`config.mk`:
```
export PLATFORM = sky130hd
export DESIGN_NAME = run_length_bitmap_expander_top_flat
export DESIGN_NICKNAME = d
export VERILOG_FILES = /design/src/rtl/rlbe_pkg.sv /design/src/rtl/rlbe_run_if.sv /design/src/rtl/rlbe_res_if.sv /design/src/rtl/rlbe_front.sv /design/src/rtl/rlbe_queue.sv /design/src/rtl/rlbe_back.sv /design/src/rtl/run_length_bitmap_expander_top.sv /design/src/flat_wrapper.sv
export SDC_FILE = /design/constraint.sdc
export NUM_CORES = 1
export LEC_CHECK = 0
export ABC_CLOCK_PERIOD_IN_PS = 5700
export CORE_MARGIN = 2
export CORE_UTILIZATION = 60
export DETAILED_ROUTE_END_ITERATION = 16
export DONT_BUFFER_PORTS = 1
export PLACE_DENSITY = 0.76
export SLEW_MARGIN = 25
export SYNTH_ARGS = -nofsm -noshare
export SYNTH_HDL_FRONTEND = slang
export SYNTH_HIERARCHICAL = 1
export SYNTH_SLANG_ARGS = --single-unit
```
`constraint.sdc`:
```
create_clock -name clk -period 5.7 [get_ports clk]
set_input_delay 0.285 -clock clk [delete_from_list [all_inputs] [get_ports clk]]
set_output_delay 0.285 -clock clk [all_outputs]
set_load 0.1 [all_outputs]
```
`src/rtl/rlbe_pkg.sv`:
```
package rlbe_pkg;

    // Result codes on the output channel
    typedef enum logic [1:0] {
        CODE_ZERO  = 2'd0,
        CODE_ONE   = 2'd1,
        CODE_BREAK = 2'd2
    } code_t;

    // Register map, selected by paddr[2]
    localparam logic REG_ROW_WIDTH   = 1'b0;
    localparam logic REG_START_COLOR = 1'b1;

    localparam int ROW_W  = 5;   // row_width register width
    localparam int COL_W  = 4;   // column counter width
    localparam int ADDR_W = 3;   // APB address width
    localparam int DATA_W = 32;  // APB data width

    localparam logic [ROW_W-1:0] ROW_MIN = 5'd1;
    localparam logic [ROW_W-1:0] ROW_MAX = 5'd16;
    localparam logic [ROW_W-1:0] ROW_RST = 5'd9;
    localparam logic             COLOR_RST = 1'b1;

    // Expander sequencer states
    typedef enum logic [1:0] {
        BK_IDLE,
        BK_PIXEL,
        BK_BREAK
    } bk_state_t;

endpackage

```
`src/rtl/rlbe_run_if.sv`:
```
interface rlbe_run_if #(
    parameter int RUN_BITS = 4
);
    logic                valid;
    logic                ready;
    logic [RUN_BITS-1:0] run_length;

    modport source (output valid, output run_length, input ready);
    modport sink   (input valid, input run_length, output ready);
endinterface

```
`src/rtl/rlbe_res_if.sv`:
```
interface rlbe_res_if;
    logic       valid;
    logic       ready;
    logic [1:0] out_code;
    logic       last_of_run;

    modport source (output valid, output out_code, output last_of_run, input ready);
    modport sink   (input valid, input out_code, input last_of_run, output ready);
endinterface

```
`src/rtl/rlbe_front.sv`:
```
module rlbe_front #(
    parameter int RUN_BITS = 4
) (
    input  logic                          clk,
    input  logic                          rst_n,
    rlbe_run_if.sink                      run_in,
    input  logic                          psel,
    input  logic                          penable,
    input  logic                          pwrite,
    input  logic [rlbe_pkg::ADDR_W-1:0]   paddr,
    input  logic [rlbe_pkg::DATA_W-1:0]   pwdata,
    output logic [rlbe_pkg::DATA_W-1:0]   prdata,
    output logic                          pready,
    output logic                          q_push,
    output logic [RUN_BITS:0]             q_data,
    input  logic                          q_ready,
    output logic [rlbe_pkg::ROW_W-1:0]    eff_width
);

    logic [rlbe_pkg::ROW_W-1:0] row_width_reg;
    logic [rlbe_pkg::ROW_W-1:0] row_width_next;
    logic                       start_color_reg;
    logic                       start_color_next;
    logic                       color_reg;
    logic                       color_next;
    logic                       cfg_wr;
    logic                       run_xfer;

    assign pready   = 1'b1;
    assign cfg_wr   = psel && penable && pwrite;
    assign run_xfer = run_in.valid && run_in.ready;

    // Zero-length runs only flip the color; others go to the queue
    assign run_in.ready = q_ready;
    assign q_push       = run_xfer && (run_in.run_length != '0);
    assign q_data       = {color_reg, run_in.run_length};

    // Register writes and color tracking
    always_comb
    begin
        row_width_next   = row_width_reg;
        start_color_next = start_color_reg;
        color_next       = color_reg;
        if (run_xfer)
        begin
            color_next = ~color_reg;
        end
        if (cfg_wr)
        begin
            unique case (paddr[2])
                rlbe_pkg::REG_ROW_WIDTH:
                begin
                    row_width_next = pwdata[rlbe_pkg::ROW_W-1:0];
                end
                rlbe_pkg::REG_START_COLOR:
                begin
                    start_color_next = pwdata[0];
                    color_next       = pwdata[0];
                end
                default:
                begin
                    row_width_next = row_width_reg;
                end
            endcase
        end
    end

    always_ff @(posedge clk or negedge rst_n)
    begin
        if (!rst_n)
        begin
            row_width_reg   <= rlbe_pkg::ROW_RST;
            start_color_reg <= rlbe_pkg::COLOR_RST;
            color_reg       <= rlbe_pkg::COLOR_RST;
        end
        else
        begin
            row_width_reg   <= row_width_next;
            start_color_reg <= start_color_next;
            color_reg       <= color_next;
        end
    end

    // Read back
    always_comb
    begin
        unique case (paddr[2])
            rlbe_pkg::REG_ROW_WIDTH:
                prdata = {{(rlbe_pkg::DATA_W-rlbe_pkg::ROW_W){1'b0}}, row_width_reg};
            rlbe_pkg::REG_START_COLOR:
                prdata = {{(rlbe_pkg::DATA_W-1){1'b0}}, start_color_reg};
            default:
                prdata = '0;
        endcase
    end

    // Clamp width into 1..16
    always_comb
    begin
        priority if (row_width_reg == '0)
            eff_width = rlbe_pkg::ROW_MIN;
        else if (row_width_reg > rlbe_pkg::ROW_MAX)
            eff_width = rlbe_pkg::ROW_MAX;
        else
            eff_width = row_width_reg;
    end

endmodule

```
`src/rtl/rlbe_queue.sv`:
```
module rlbe_queue #(
    parameter int WIDTH = 5,
    parameter int DEPTH = 2   // power of two
) (
    input  logic             clk,
    input  logic             rst_n,
    input  logic             push,
    input  logic [WIDTH-1:0] wdata,
    output logic             not_full,
    input  logic             pop,
    output logic [WIDTH-1:0] rdata,
    output logic             not_empty
);

    localparam int PTR_W = (DEPTH > 1) ? $clog2(DEPTH) : 1;
    localparam int CNT_W = $clog2(DEPTH + 1);
    localparam logic [CNT_W-1:0] FULL_CNT = CNT_W'(DEPTH);

    logic [WIDTH-1:0] slot_reg [DEPTH];
    logic [PTR_W-1:0] wr_ptr_reg;
    logic [PTR_W-1:0] wr_ptr_next;
    logic [PTR_W-1:0] rd_ptr_reg;
    logic [PTR_W-1:0] rd_ptr_next;
    logic [CNT_W-1:0] count_reg;
    logic [CNT_W-1:0] count_next;
    logic             do_push;
    logic             do_pop;

    assign not_full  = (count_reg != FULL_CNT);
    assign not_empty = (count_reg != '0);
    assign do_push   = push && not_full;
    assign do_pop    = pop && not_empty;
    assign rdata     = slot_reg[rd_ptr_reg];

    // Pointer and fill bookkeeping
    always_comb
    begin
        wr_ptr_next = do_push ? PTR_W'(wr_ptr_reg + 1'b1) : wr_ptr_reg;
        rd_ptr_next = do_pop  ? PTR_W'(rd_ptr_reg + 1'b1) : rd_ptr_reg;
        count_next  = count_reg;
        if (do_push && !do_pop)
            count_next = CNT_W'(count_reg + 1'b1);
        else if (do_pop && !do_push)
            count_next = CNT_W'(count_reg - 1'b1);
    end

    always_ff @(posedge clk or negedge rst_n)
    begin
        if (!rst_n)
        begin
            wr_ptr_reg <= '0;
            rd_ptr_reg <= '0;
            count_reg  <= '0;
        end
        else
        begin
            wr_ptr_reg <= wr_ptr_next;
            rd_ptr_reg <= rd_ptr_next;
            count_reg  <= count_next;
        end
    end

    // Storage
    always_ff @(posedge clk)
    begin
        if (do_push)
            slot_reg[wr_ptr_reg] <= wdata;
    end

`ifndef SYNTHESIS
    a_count_bound: assert property (@(posedge clk) disable iff (!rst_n)
        count_reg <= FULL_CNT)
        else $error("queue count beyond depth");
`endif

endmodule

```
`src/rtl/rlbe_back.sv`:
```
module rlbe_back #(
    parameter int RUN_BITS = 4
) (
    input  logic                       clk,
    input  logic                       rst_n,
    input  logic                       q_valid,
    input  logic [RUN_BITS:0]          q_data,
    output logic                       q_pop,
    input  logic [rlbe_pkg::ROW_W-1:0] eff_width,
    rlbe_res_if.source                 res_out
);

    rlbe_pkg::bk_state_t          state_reg;
    rlbe_pkg::bk_state_t          state_next;
    logic [RUN_BITS-1:0]          rem_reg;
    logic [RUN_BITS-1:0]          rem_next;
    logic                         color_reg;
    logic                         color_next;
    logic [rlbe_pkg::COL_W-1:0]   col_reg;
    logic [rlbe_pkg::COL_W-1:0]   col_next;
    logic                         ovalid_reg;
    logic                         ovalid_next;
    rlbe_pkg::code_t              ocode_reg;
    rlbe_pkg::code_t              ocode_next;
    logic                         olast_reg;
    logic                         olast_next;
    logic                         emit;
    logic                         wrap;

    // A result can be produced when the output register is free or draining
    assign emit = (state_reg != rlbe_pkg::BK_IDLE) && (!ovalid_reg || res_out.ready);
    assign wrap = ({1'b0, col_reg} + 1'b1) >= eff_width;

    // Next state
    always_comb
    begin
        state_next = state_reg;
        unique case (state_reg)
            rlbe_pkg::BK_IDLE:
            begin
                if (q_valid)
                    state_next = rlbe_pkg::BK_PIXEL;
            end
            rlbe_pkg::BK_PIXEL:
            begin
                if (emit)
                begin
                    if (wrap)
                        state_next = rlbe_pkg::BK_BREAK;
                    else if (rem_reg == RUN_BITS'(1))
                        state_next = rlbe_pkg::BK_IDLE;
                end
            end
            rlbe_pkg::BK_BREAK:
            begin
                if (emit)
                    state_next = (rem_reg == '0) ? rlbe_pkg::BK_IDLE : rlbe_pkg::BK_PIXEL;
            end
            default:
                state_next = rlbe_pkg::BK_IDLE;
        endcase
    end

    // Datapath and output register updates
    always_comb
    begin
        q_pop       = 1'b0;
        rem_next    = rem_reg;
        color_next  = color_reg;
        col_next    = col_reg;
        ocode_next  = ocode_reg;
        olast_next  = olast_reg;
        ovalid_next = res_out.ready ? 1'b0 : ovalid_reg;
        unique case (state_reg)
            rlbe_pkg::BK_IDLE:
            begin
                if (q_valid)
                begin
                    q_pop      = 1'b1;
                    rem_next   = q_data[RUN_BITS-1:0];
                    color_next = q_data[RUN_BITS];
                end
            end
            rlbe_pkg::BK_PIXEL:
            begin
                if (emit)
                begin
                    rem_next    = RUN_BITS'(rem_reg - 1'b1);
                    col_next    = wrap ? '0 : rlbe_pkg::COL_W'(col_reg + 1'b1);
                    ovalid_next = 1'b1;
                    ocode_next  = color_reg ? rlbe_pkg::CODE_ONE : rlbe_pkg::CODE_ZERO;
                    olast_next  = (rem_reg == RUN_BITS'(1)) && !wrap;
                end
            end
            rlbe_pkg::BK_BREAK:
            begin
                if (emit)
                begin
                    ovalid_next = 1'b1;
                    ocode_next  = rlbe_pkg::CODE_BREAK;
                    olast_next  = (rem_reg == '0);
                end
            end
            default:
            begin
                q_pop = 1'b0;
            end
        endcase
    end

    always_ff @(posedge clk or negedge rst_n)
    begin
        if (!rst_n)
        begin
            state_reg  <= rlbe_pkg::BK_IDLE;
            col_reg    <= '0;
            ovalid_reg <= 1'b0;
        end
        else
        begin
            state_reg  <= state_next;
            col_reg    <= col_next;
            ovalid_reg <= ovalid_next;
        end
    end

    always_ff @(posedge clk)
    begin
        rem_reg   <= rem_next;
        color_reg <= color_next;
        ocode_reg <= ocode_next;
        olast_reg <= olast_next;
    end

    assign res_out.valid       = ovalid_reg;
    assign res_out.out_code    = ocode_reg;
    assign res_out.last_of_run = olast_reg;

`ifndef SYNTHESIS
    a_break_col: assert property (@(posedge clk) disable iff (!rst_n)
        (state_reg == rlbe_pkg::BK_BREAK) |-> (col_reg == '0))
        else $error("line break pending with nonzero column");
    a_pixel_rem: assert property (@(posedge clk) disable iff (!rst_n)
        (state_reg == rlbe_pkg::BK_PIXEL) |-> (rem_reg != '0))
        else $error("pixel state with no pixels left");
    a_idle_last: assert property (@(posedge clk) disable iff (!rst_n)
        (state_reg == rlbe_pkg::BK_IDLE) && ovalid_reg |-> olast_reg)
        else $error("idle while a mid-run result is pending");
`endif

endmodule

```
`src/rtl/run_length_bitmap_expander_top.sv`:
```
// Path: a run is queued, loaded by the expander when idle; results are registered.
// Throughput: one result per cycle while the receiver is ready; a nonzero run of
//   L pixels with B line breaks yields L + B results after a load step in the
//   idle state; zero-length runs only flip the color and never reach the expander.
// Reset: row_width 9, start color 1, column 0, queue and output register empty.
module run_length_bitmap_expander_top #(
    parameter int RUN_BITS    = 4,
    parameter int QUEUE_DEPTH = 2
) (
    input  logic                          clk,
    input  logic                          rst_n,
    rlbe_run_if.sink                      run_in,
    rlbe_res_if.source                    res_out,
    input  logic                          psel,
    input  logic                          penable,
    input  logic                          pwrite,
    input  logic [rlbe_pkg::ADDR_W-1:0]   paddr,
    input  logic [rlbe_pkg::DATA_W-1:0]   pwdata,
    output logic [rlbe_pkg::DATA_W-1:0]   prdata,
    output logic                          pready
);

    logic                       q_push;
    logic [RUN_BITS:0]          q_wdata;
    logic                       q_not_full;
    logic                       q_pop;
    logic [RUN_BITS:0]          q_rdata;
    logic                       q_not_empty;
    logic [rlbe_pkg::ROW_W-1:0] eff_width;

    rlbe_front #(
        .RUN_BITS (RUN_BITS)
    ) u_front (
        .clk       (clk),
        .rst_n     (rst_n),
        .run_in    (run_in),
        .psel      (psel),
        .penable   (penable),
        .pwrite    (pwrite),
        .paddr     (paddr),
        .pwdata    (pwdata),
        .prdata    (prdata),
        .pready    (pready),
        .q_push    (q_push),
        .q_data    (q_wdata),
        .q_ready   (q_not_full),
        .eff_width (eff_width)
    );

    rlbe_queue #(
        .WIDTH (RUN_BITS + 1),
        .DEPTH (QUEUE_DEPTH)
    ) u_queue (
        .clk       (clk),
        .rst_n     (rst_n),
        .push      (q_push),
        .wdata     (q_wdata),
        .not_full  (q_not_full),
        .pop       (q_pop),
        .rdata     (q_rdata),
        .not_empty (q_not_empty)
    );

    rlbe_back #(
        .RUN_BITS (RUN_BITS)
    ) u_back (
        .clk       (clk),
        .rst_n     (rst_n),
        .q_valid   (q_not_empty),
        .q_data    (q_rdata),
        .q_pop     (q_pop),
        .eff_width (eff_width),
        .res_out   (res_out)
    );

endmodule

```
`src/flat_wrapper.sv`:
```
// flat-port wrapper written by rule: the top's interface ports become plain ports
module run_length_bitmap_expander_top_flat 
#(
    parameter int RUN_BITS    = 4,
    parameter int QUEUE_DEPTH = 2
)
  (clk, rst_n, psel, penable, pwrite, paddr, pwdata, prdata, pready, run_in_valid, run_in_run_length, run_in_ready, res_out_valid, res_out_out_code, res_out_last_of_run, res_out_ready);
  rlbe_run_if #(.RUN_BITS(RUN_BITS)) run_in_i ();
  rlbe_res_if res_out_i ();
  input  logic clk;
  input  logic rst_n;
  input  logic psel;
  input  logic penable;
  input  logic pwrite;
  input  logic [rlbe_pkg::ADDR_W-1:0] paddr;
  input  logic [rlbe_pkg::DATA_W-1:0] pwdata;
  output logic [rlbe_pkg::DATA_W-1:0] prdata;
  output logic pready;
  input wire logic [$bits(run_in_i.valid)-1:0] run_in_valid;
  input wire logic [$bits(run_in_i.run_length)-1:0] run_in_run_length;
  output wire logic [$bits(run_in_i.ready)-1:0] run_in_ready;
  output wire logic [$bits(res_out_i.valid)-1:0] res_out_valid;
  output wire logic [$bits(res_out_i.out_code)-1:0] res_out_out_code;
  output wire logic [$bits(res_out_i.last_of_run)-1:0] res_out_last_of_run;
  input wire logic [$bits(res_out_i.ready)-1:0] res_out_ready;
  assign run_in_i.valid = run_in_valid;
  assign run_in_i.run_length = run_in_run_length;
  assign run_in_ready = run_in_i.ready;
  assign res_out_valid = res_out_i.valid;
  assign res_out_out_code = res_out_i.out_code;
  assign res_out_last_of_run = res_out_i.last_of_run;
  assign res_out_i.ready = res_out_ready;
  run_length_bitmap_expander_top #(.RUN_BITS(RUN_BITS), .QUEUE_DEPTH(QUEUE_DEPTH)) u_core (.clk(clk), .rst_n(rst_n), .run_in(run_in_i), .res_out(res_out_i), .psel(psel), .penable(penable), .pwrite(pwrite), .paddr(paddr), .pwdata(pwdata), .prdata(prdata), .pready(pready));
endmodule
```
==> impl_metrics.ini, run 1 <==
[timing]
setup_tns_ps = 0
slew_viol_final = 0
period_needed_ps = 2510
clock.fmax_mhz = 399
maxSlewHeadroom = 0.382
fin_skew_ps = 10.5
rsz0062_at_grt = no
post-route-period-util = 0.440
tightest_slew_ps = 927
finalSetupViolations = 0
hold_viol = 0

[layout]
final_cells = 238
mostFrequentLayoutCells = conb_1, edfxtp_1, inv_1, dfrtp_1
utilization = 0.624
n_fill_cell = 265
layout_commonest_cell = conb_1
n_antenna_cell = 0
largest_reg_flops = 10
fin_nets = 250
drive_above_1_share = 0.167
syn2layout_area_growth_pct = -1.91

[power_and_ir_drop]
p_leak_nw = 0.963
p_sw_frac = 0.492
switchingPower_uw = 651
pwr-share-clk = 0.105
powerDensity_nw_per_um2 = 625
power_mw = 1.32
max-vdd-ir-drop_v = 0.000409
p_comb_frac = 0.474
seq_power_share = 0.421
internal_power_uw = 672

[global_routing]
grt_pass1_vias = 1211
grt_usage = 0.163
grt_pass1_wl_um = 5190
antenna_found_initial = 0
grt_max_degree = 19
grt_overflow = 0

[placement]
place_inst = 229
gp_congestion = 0.772
hpwl_um = 2370
io_buffers = 0

[worst_setup_path]
reg2regPathDepth = 8
start_kind = flip-flop
cpPeakStageDelay_ps = 450
worstSetupPathType = flip-flop to flip-flop
cp_top_family = compound AO/OA/AOI/OAI gates
crit_required_ps = 5940
path_max_fanout = 8
worstPathArrival_ps = 2750
cp_common_cell = ha_1
cp-end-kind = flip-flop
slowest_stage = dfrtp_1
cp_cell_sequence = ha_1, xor2_1, ha_1, a211o_1, a31oi_1, o21bai_2, o22ai_2, mux2_1
crit_cells = 8
cp_num_buf_inv = 0

[logic_synthesis]
ys_ff_latch = 36
ys_warn_count = 6
syn_area_per_cell_sq_um = 11.1
ys.flop_type = edfxtp_1
ys_types = 41
syn_inst = 194
ys_seq_area_frac = 0.462
synth_edf_count = 18
syn_area_sq_um = 2160
async_reset_ff_frac = 0.500

[flow_run]
cap_violations = 0

[clocking]
cts.clk_slew.worst_paths_ps = 120
postCtsHoldBufs = 1
cts_made_buffers = 5
cts_tree = built
clockBufferDepth = 2
clockRootBuffer = clkbuf_4
h-tree-depth = 2
clk_latency_ps = 340
post-cts-setup-buffers = 0
cts_resized = 0
cts.sinks = 36

[drt]
routedWlPerCell_um = 13.0
vias = 1228
drt_iter0_markers = 25
drt_first_pass_iters = 4
routed_wl_um = 3100
drc = 0
drtAntennaViolNets = 0
via_per_inst = 5.16

[floorplanning]
initial_core_util = 0.636
die_y_um = 64.0
die_area_sq_um = 4090
pin_count = 84
core-area_sq_um = 3390
die_x_um = 64.0
row_count = 21

[status]
outcome = complete, no violations

[hold_path]
hold_class = input port to flip-flop
whs_path_depth = 0
## cells in the mapped netlist (2+ instances only)
library cell   n  area share
a21o_1         2      0.0070
a21oi_1        4      0.0093
and2b_1        4       0.014
and3_1         2      0.0058
buf_4         34        0.12
conb_1         2      0.0035
dfrtp_1       14        0.16
dfstp_2        4       0.049
edfxtp_1      18        0.25
ha_1          13       0.075
inv_1         14       0.024
mux2_2        13       0.068
nand2_1       10       0.017
nand3_1        4      0.0093
nor2_1        10       0.017
nor2b_1        5       0.015
nor3_1         3      0.0070
nor4_1         2      0.0058
o21ai_0        6       0.014
xnor2_1        6       0.024
xor2_1         4       0.016
## power groups by stage
stage / logic [mW] / registers, mW / clock network, mW
5_1_grt: 0.687 / 0.567 / 0.155
3_5_place_dp: 0.622 / 0.562 / 0
6_report: 0.627 / 0.556 / 0.139
2_1_floorplan: 0.575 / 0.537 / 0
4_1_cts: 0.629 / 0.556 / 0.145
3_3_place_gp: 0.590 / 0.556 / 0
## through the flow
stage,hold slack (ps),worst slack [ps],area [sq um]
after floorplan,-10.6,3400,2250
after global placement,-10.1,3290,2040
after detailed placement,-10.1,3230,2040
after CTS,22.5,3220,2120
after global routing,6.45,3070,2120
final,37.1,3190,2120
## worst paths after layout
kind                       slack (ps)                       from                       endpoint
min in group asynchronous         460                      rst_n    u_core/u_queue/count_reg[1]
max in group asynchronous        4730                      rst_n       u_core/u_back/col_reg[0]
min                                40       run_in_run_length[2]  u_core/u_queue/slot_reg[0][2]
min reg2reg                       500  u_core/u_queue/wr_ptr_reg      u_core/u_queue/wr_ptr_reg
max                              3190   u_core/u_back/col_reg[0]     u_core/u_back/state_reg[0]
max reg2reg                      3190   u_core/u_back/col_reg[0]     u_core/u_back/state_reg[0]
## kinds of logic (layout without fill, tap and decap cells)
logic type                 after synthesis  in the layout  synth area share
AOI/OAI and AO/OA                       20             20            0.0638
xor gates and xnor gates                10             10            0.0406
adders and majority gates               13             13            0.0754
buffers and inverters                   51             23             0.148
DFF                                     36             36             0.462
muxes                                   15             15            0.0777
other                                    2             28           0.00348
and+or+nand+nor                         47             47             0.129
## final cells by class
class	instances	area [sq um]	area share
Sequential cell	36	996	0.471
Multi-Input combinational cell	133	938	0.444
Tap cell	46	57.6	0.0272
Inverter	14	52.6	0.0248
Clock buffer	5	37.5	0.0177
Clock inverter	3	23.8	0.0112
Timing Repair Buffer	1	10.0	0.00473
## routing by layer
metal  up-vias  GRT usage  wire, um
met1       584      0.185      1290
met5         -          0         0
met2        50      0.279      1540
met3         7     0.0528       207
li1        587          -         -
met4         0     0.0707        61
Note: power is estimated with default switching activity, not from simulation.
==> run 2: changes to the inputs <==
ABC_CLOCK_PERIOD_IN_PS = 2400   (was 5700)
clock period = 2.4 ns   (was 5.7 ns; I/O delays follow)
==> run 2 against run 1 <==
Against the previous run: final cell count is 6.7% higher; combinational power grew to 2.6 times the previous value; core utilization grew 4.4 points; count of clock-buffer cells in the layout increased by 2; non-clock buffer count grew 16; sequential share of layout area shrank 3.1 points; sequential power is 120% higher; clock power up 140%; clock skew up 2.0 ps; critical path type unchanged.
==> impl_metrics.ini, run 2 (same netlist as run 1, synthesis figures left out) <==
[global_routing]
grt_max_degree = 19
grt_pass1_wl_um = 5190
antenna_found_initial = 0
grt_usage = 0.164
met3_usage = 0.0387
grt_pass1_vias = 1241
grt_use_met2 = 0.272
grt_overflow = 0
gr-usage-met1 = 0.201
grt.busiest_layer = met2

[layout]
drive_above_1_share = 0.183
largest_reg_flops = 10
multi_input_area_sq_um = 941
fin_nets = 266
layout_commonest_cell = conb_1
n_fill_cell = 235
mostFrequentLayoutCells = conb_1, edfxtp_1, inv_1, dfrtp_1, mux2_2
register_area_sq_um = 996
n_antenna_cell = 0
syn2layout_area_growth_pct = 4.99
fin_area_sq_um = 2260
utilization = 0.668

[clocking]
cts_made_buffers = 5
cts.clk_slew.worst_paths_ps = 110
clk_latency_ps = 330
cts_tree = built
clockBufferDepth = 2
clockRootBuffer = clkbuf_4
cts.sinks = 36
h-tree-depth = 2

[power_and_ir_drop]
max-vdd-ir-drop_v = 0.000886
powerDensity_nw_per_um2 = 1420
p_leak_nw = 1.04

[hold_path]
whs_path_depth = 2
hold_class = input port to flip-flop
holdPathEnd = u_core/u_front/row_width_reg[1]
holdCritStartpoint = penable

[floorplanning]
die_area_sq_um = 4090
core-area_sq_um = 3390
pin_count = 84
die_x_um = 64.0
initial_core_util = 0.636
row_count = 21
die_y_um = 64.0

[worst_setup_path]
cp_num_buf_inv = 0
worst-r2r-setup-slack_ps = 100
reg2regPathDepth = 8
crit_required_ps = 2610
reg2reg_from = u_core/u_back/col_reg[1]
start_kind = flip-flop
cp-end-kind = flip-flop
cpPeakStageDelay_ps = 410
cp_top_family = compound AO/OA/AOI/OAI gates
worstSetupPathType = flip-flop to flip-flop
worstPathArrival_ps = 2510
timing.rr.end = u_core/u_back/state_reg[0]
cp_cell_sequence = ha_2, xor2_1, ha_1, a211o_1, a31oi_1, o21bai_2, o22ai_2, mux2_1
slowest_stage = dfrtp_1
path_max_fanout = 4

[drt]
drt_iter0_markers = 46
routedWlPerCell_um = 12.1
routed_wl_um = 3080
drtAntennaViolNets = 0
via_per_inst = 4.99
drc = 0
drt_first_pass_iters = 4
vias = 1267

[timing]
hold_viol = 0
fin_skew_ps = 12.5
setup_tns_ps = 0
clock.fmax_mhz = 434
finalSetupViolations = 0
period_needed_ps = 2300
maxSlewHeadroom = 0.387
tightest_slew_ps = 923
slew_viol_final = 0
rsz0062_at_grt = no
post-route-period-util = 0.960

[placement]
dpl_cell_area_sq_um = 2090
io_buffers = 0
gp_congestion = 0.748
hpwl_um = 2260

[status]
outcome = complete, no violations

[flow_run]
cap_violations = 0
[run 2: cell count changes in the layout (fill, tap and decap cells not counted)]
cell           delta
ha_2              +1
clkinvlp_4        -1
ha_1              -1
clkbuf_8          +1
clkinv_4          -1
dlygate4sd3_1    +10
buf_4             +6
clkbuf_1          +1
[run 2: worst max path at each step]
stage / slack [ps] / cells after the start / endpoint / start
2_1_floorplan: 100 / 8 / u_core/u_back/state_reg[0] / u_core/u_back/col_reg[0]
3_3_place_gp: 130 / 8 / u_core/u_back/state_reg[0] / u_core/u_back/col_reg[1]
3_5_place_dp: 90 / 8 / u_core/u_back/state_reg[0] / u_core/u_back/col_reg[1]
4_1_cts: 60 / 8 / u_core/u_back/state_reg[0] / u_core/u_back/col_reg[0]
5_1_grt: 2 / 8 / u_core/u_back/state_reg[0] / u_core/u_back/col_reg[1]
6_report: 100 / 8 / u_core/u_back/state_reg[0] / u_core/u_back/col_reg[1]
[run 2: repair_timing]
item | in CTS | in global routing
resized for setup | 0 | 1
hold endpoints to repair | 34 | 0
setup buffers | 0 | 0
hold buffers | 11 | 0
setup endpoints to repair | 0 | 1
[run 2: through the flow]
stage | setup WS [ps] | hold WS, ps | total power [mW] | std cells
floorplan | 104 | -176 | 2.64 | 220
global placement | 125 | -175 | 2.80 | 235
detailed placement | 85.6 | -175 | 2.86 | 235
CTS | 55.8 | 49.8 | 3.22 | 254
global route | 2.27 | 51.8 | 3.43 | 254
finish | 96.5 | 63.6 | 3.21 | 254
[run 2: worst register-to-register path: stages, from the launching register on]
cell,delay [ps]
dfrtp_1,410
ha_2,200
xor2_1,150
ha_1,300
a211o_1,290
a31oi_1,180
o21bai_2,120
o22ai_2,200
mux2_1,330
[run 2: where the power goes]
part / internal, mW / switching (mW)
combinational: 0.586 / 1.04
clock: 0.143 / 0.187
sequential: 0.962 / 0.292
total: 1.69 / 1.52
[run 2: cell type report]
type,count,area share
clock buffer,7,0.0243
clock inverter,1,0.00331
inverter,14,0.0232
multi-input combinational,133,0.415
sequential,36,0.440
tap,46,0.0254
timing repair buffer,17,0.0685
[run 2: metal layers]
layer / wire (um) / vias to the layer above
met3: 208 / 5
li1: - / 618
met1: 1340 / 591
met5: 0 / -
met2: 1490 / 53
met4: 42 / 0
==> run 3: changes to the inputs <==
ABC_AREA = 1   (was not set)
==> run 3 against run 2 <==
Against the previous run: via count increased by 26%; sequential share of layout area decreased by 2.9 points; register-to-register slack improved by 350 ps; routed wire length increased by 15%; clock skew decreased by 6.7 ps; synthesized cell count increased by 38%; count of clock-buffer cells in the layout increased by 1; global-route usage increased by 1.9 points; flip-flop and latch count unchanged; worst hold slack got worse by 50 ps; total power increased by 3.6%; first-iteration DRC count increased by 2.2%; highest routed layer unchanged.
==> impl_metrics.ini, run 3 <==
[drt]
drc = 0
drt_first_pass_iters = 4
vias = 1600
drtAntennaViolNets = 0
drt_iter0_markers = 47
routedWlPerCell_um = 10.7
met2_length_um = 1760
routed_wl_um = 3530
highest_layer = met4
wl_met1_um = 1500
wl_met3_um = 225
via_per_inst = 4.85

[worst_setup_path]
worst-r2r-setup-slack_ps = 450
reg2reg_from = u_core/u_queue/count_reg[0]
worstSetupPathType = flip-flop to flip-flop
start_kind = flip-flop
worstPathArrival_ps = 1890
cp-end-kind = flip-flop
path_max_fanout = 5
timing.rr.end = u_core/u_queue/slot_reg[0][3]
crit_required_ps = 2340
reg2regPathDepth = 6

[logic_synthesis]
async_reset_ff_frac = 0.500
synth_top_area_share = 0.238
ys_seq_area_frac = 0.438
ys_types = 30
syn_area_sq_um = 2270
ys_ff_latch = 36
synth_edf_count = 18
ys_warn_count = 6
syn_inst = 267
synth_top_area_cell = edfxtp_1
synth_area_leaders = edfxtp_1, dfrtp_1, nand2_1
yosysMostFrequentCell = nand2_1
syn_area_per_cell_sq_um = 8.52
post_synth_most_frequent_cells = nand2_1, buf_4, inv_1
ys.flop_type = edfxtp_1

[timing]
clock.fmax_mhz = 513
post-route-period-util = 0.813
slew_viol_final = 0
rsz0062_at_grt = no
setup_ws_ps = 450
finalSetupViolations = 0
maxSlewHeadroom = 0.406
tightest_slew_ps = 893
period_needed_ps = 1950
fin_skew_ps = 5.81
hold_viol = 0
hold_ws_ps = 13.2
setup_tns_ps = 0

[floorplanning]
die_y_um = 65.6
pin_count = 84
initial_core_util = 0.621
row_count = 22
die_x_um = 65.6
core-area_sq_um = 3660
die_area_sq_um = 4300

[global_routing]
antenna_found_initial = 0
grt_usage = 0.183
grt_pass1_wl_um = 5920
grt_max_degree = 19
grt_pass1_vias = 1473
grt_overflow = 0

[clocking]
cts.sinks = 36
clk_latency_ps = 290
clockRootBuffer = clkbuf_8
h-tree-depth = 2
cts_resized = 0
clockBufferDepth = 2
cts_made_buffers = 5
cts_tree = built
cts.clk_slew.worst_paths_ps = 60
post-cts-setup-buffers = 0

[status]
outcome = complete, no violations

[layout]
register_area_sq_um = 996
drive_above_1_share = 0.163
final_cells = 330
syn2layout_area_growth_pct = 6.66
multi_input_area_sq_um = 983
fin_area_sq_um = 2430
layout_commonest_cell = nand2_1
mostFrequentLayoutCells = nand2_1, conb_1, inv_1
largest_reg_flops = 10
utilization = 0.663
n_antenna_cell = 0
n_fill_cell = 322
fin_nets = 340

[placement]
gp_congestion = 0.827
pre_cts_slack_ps = 428
dpl_cell_area_sq_um = 2220
hpwl_um = 2670
io_buffers = 0
place_inst = 310

[hold_path]
whs_path_depth = 3
holdPathEnd = u_core/u_front/row_width_reg[3]
hold_class = input port to flip-flop
holdCritStartpoint = paddr[2]

[power_and_ir_drop]
pwr-share-clk = 0.132
powerDensity_nw_per_um2 = 1370
p_comb_frac = 0.488
switchingPower_mw = 1.68
internal_power_mw = 1.65
power_mw = 3.32
p_leak_nw = 1.19
p_sw_frac = 0.504
seq_power_share = 0.380
max-vdd-ir-drop_v = 0.000733

[flow_run]
cap_violations = 0
[run 3: cell types whose count changed after synthesis, moves of 9 or more]
cell | before | now
inv_1 | 14 | 26
nand2_1 | 10 | 74
inv_2 | 0 | 9
nand3_1 | 4 | 14
mux2_2 | 13 | 0
[run 3: cells by family (layout without fill, tap and decap cells)]
family,Yosys count,after routing,share of synthesized area
AND/OR/NAND/NOR,118,118,0.231
buffers and inverters,72,61,0.179
flip-flops,36,36,0.438
AO/OA/AOI/OAI,20,20,0.0512
adder cells (fa/ha/maj),13,13,0.0715
XOR/XNOR,6,6,0.0264
other,2,28,0.00330
[run 3: worst max-delay path, cell delays in order, from the launching register on]
cell	delay (ps)
dfrtp_1	400
inv_2	80
nand2_4	270
nand2_1	130
a21oi_1	230
nand2_4	100
nor2_1	380
[run 3: power groups by stage]
stage	Sequential, mW	Clock (mW)	Combinational, mW
after global routing	1.29	0.476	1.80
after floorplan	1.29	0	1.37
after CTS	1.26	0.451	1.63
after detailed placement	1.27	0	1.60
after global placement	1.26	0	1.54
final	1.26	0.439	1.62
[run 3: cell type report]
type / instances / share of cell area
clock buffer: 8 / 0.0371
sequential: 36 / 0.411
inverter: 35 / 0.0542
timing repair buffer: 18 / 0.0681
tap: 48 / 0.0248
multi-input combinational: 185 / 0.405
[run 3: routing by layer]
layer	up-vias	global-route usage
met3	8	0.0634
met5	-	0
met4	0	0.0703
li1	800	-
met2	57	0.320
met1	735	0.206
[run 3: worst max-delay path by stage]
stage / slack, ps / start / depth (start not counted) / to
6_report: 450 / u_core/u_queue/count_reg[0] / 6 / u_core/u_queue/slot_reg[0][3]
4_1_cts: 420 / u_core/u_queue/count_reg[0] / 11 / u_core/u_queue/count_reg[1]
2_1_floorplan: 370 / u_core/u_front/row_width_reg[0] / 2 / prdata[0]
5_1_grt: 250 / u_core/u_back/col_reg[0] / 10 / u_core/u_back/res_out.last_of_run
3_5_place_dp: 430 / u_core/u_queue/count_reg[0] / 11 / u_core/u_queue/count_reg[1]
3_3_place_gp: 490 / u_core/u_queue/count_reg[0] / 6 / u_core/u_queue/slot_reg[1][3]
[run 3: what timing repair did]
item	4_1_cts	5_1_grt
endpoints found under the hold margin	33	0
hold buffers	12	0
setup endpoints to repair	0	0
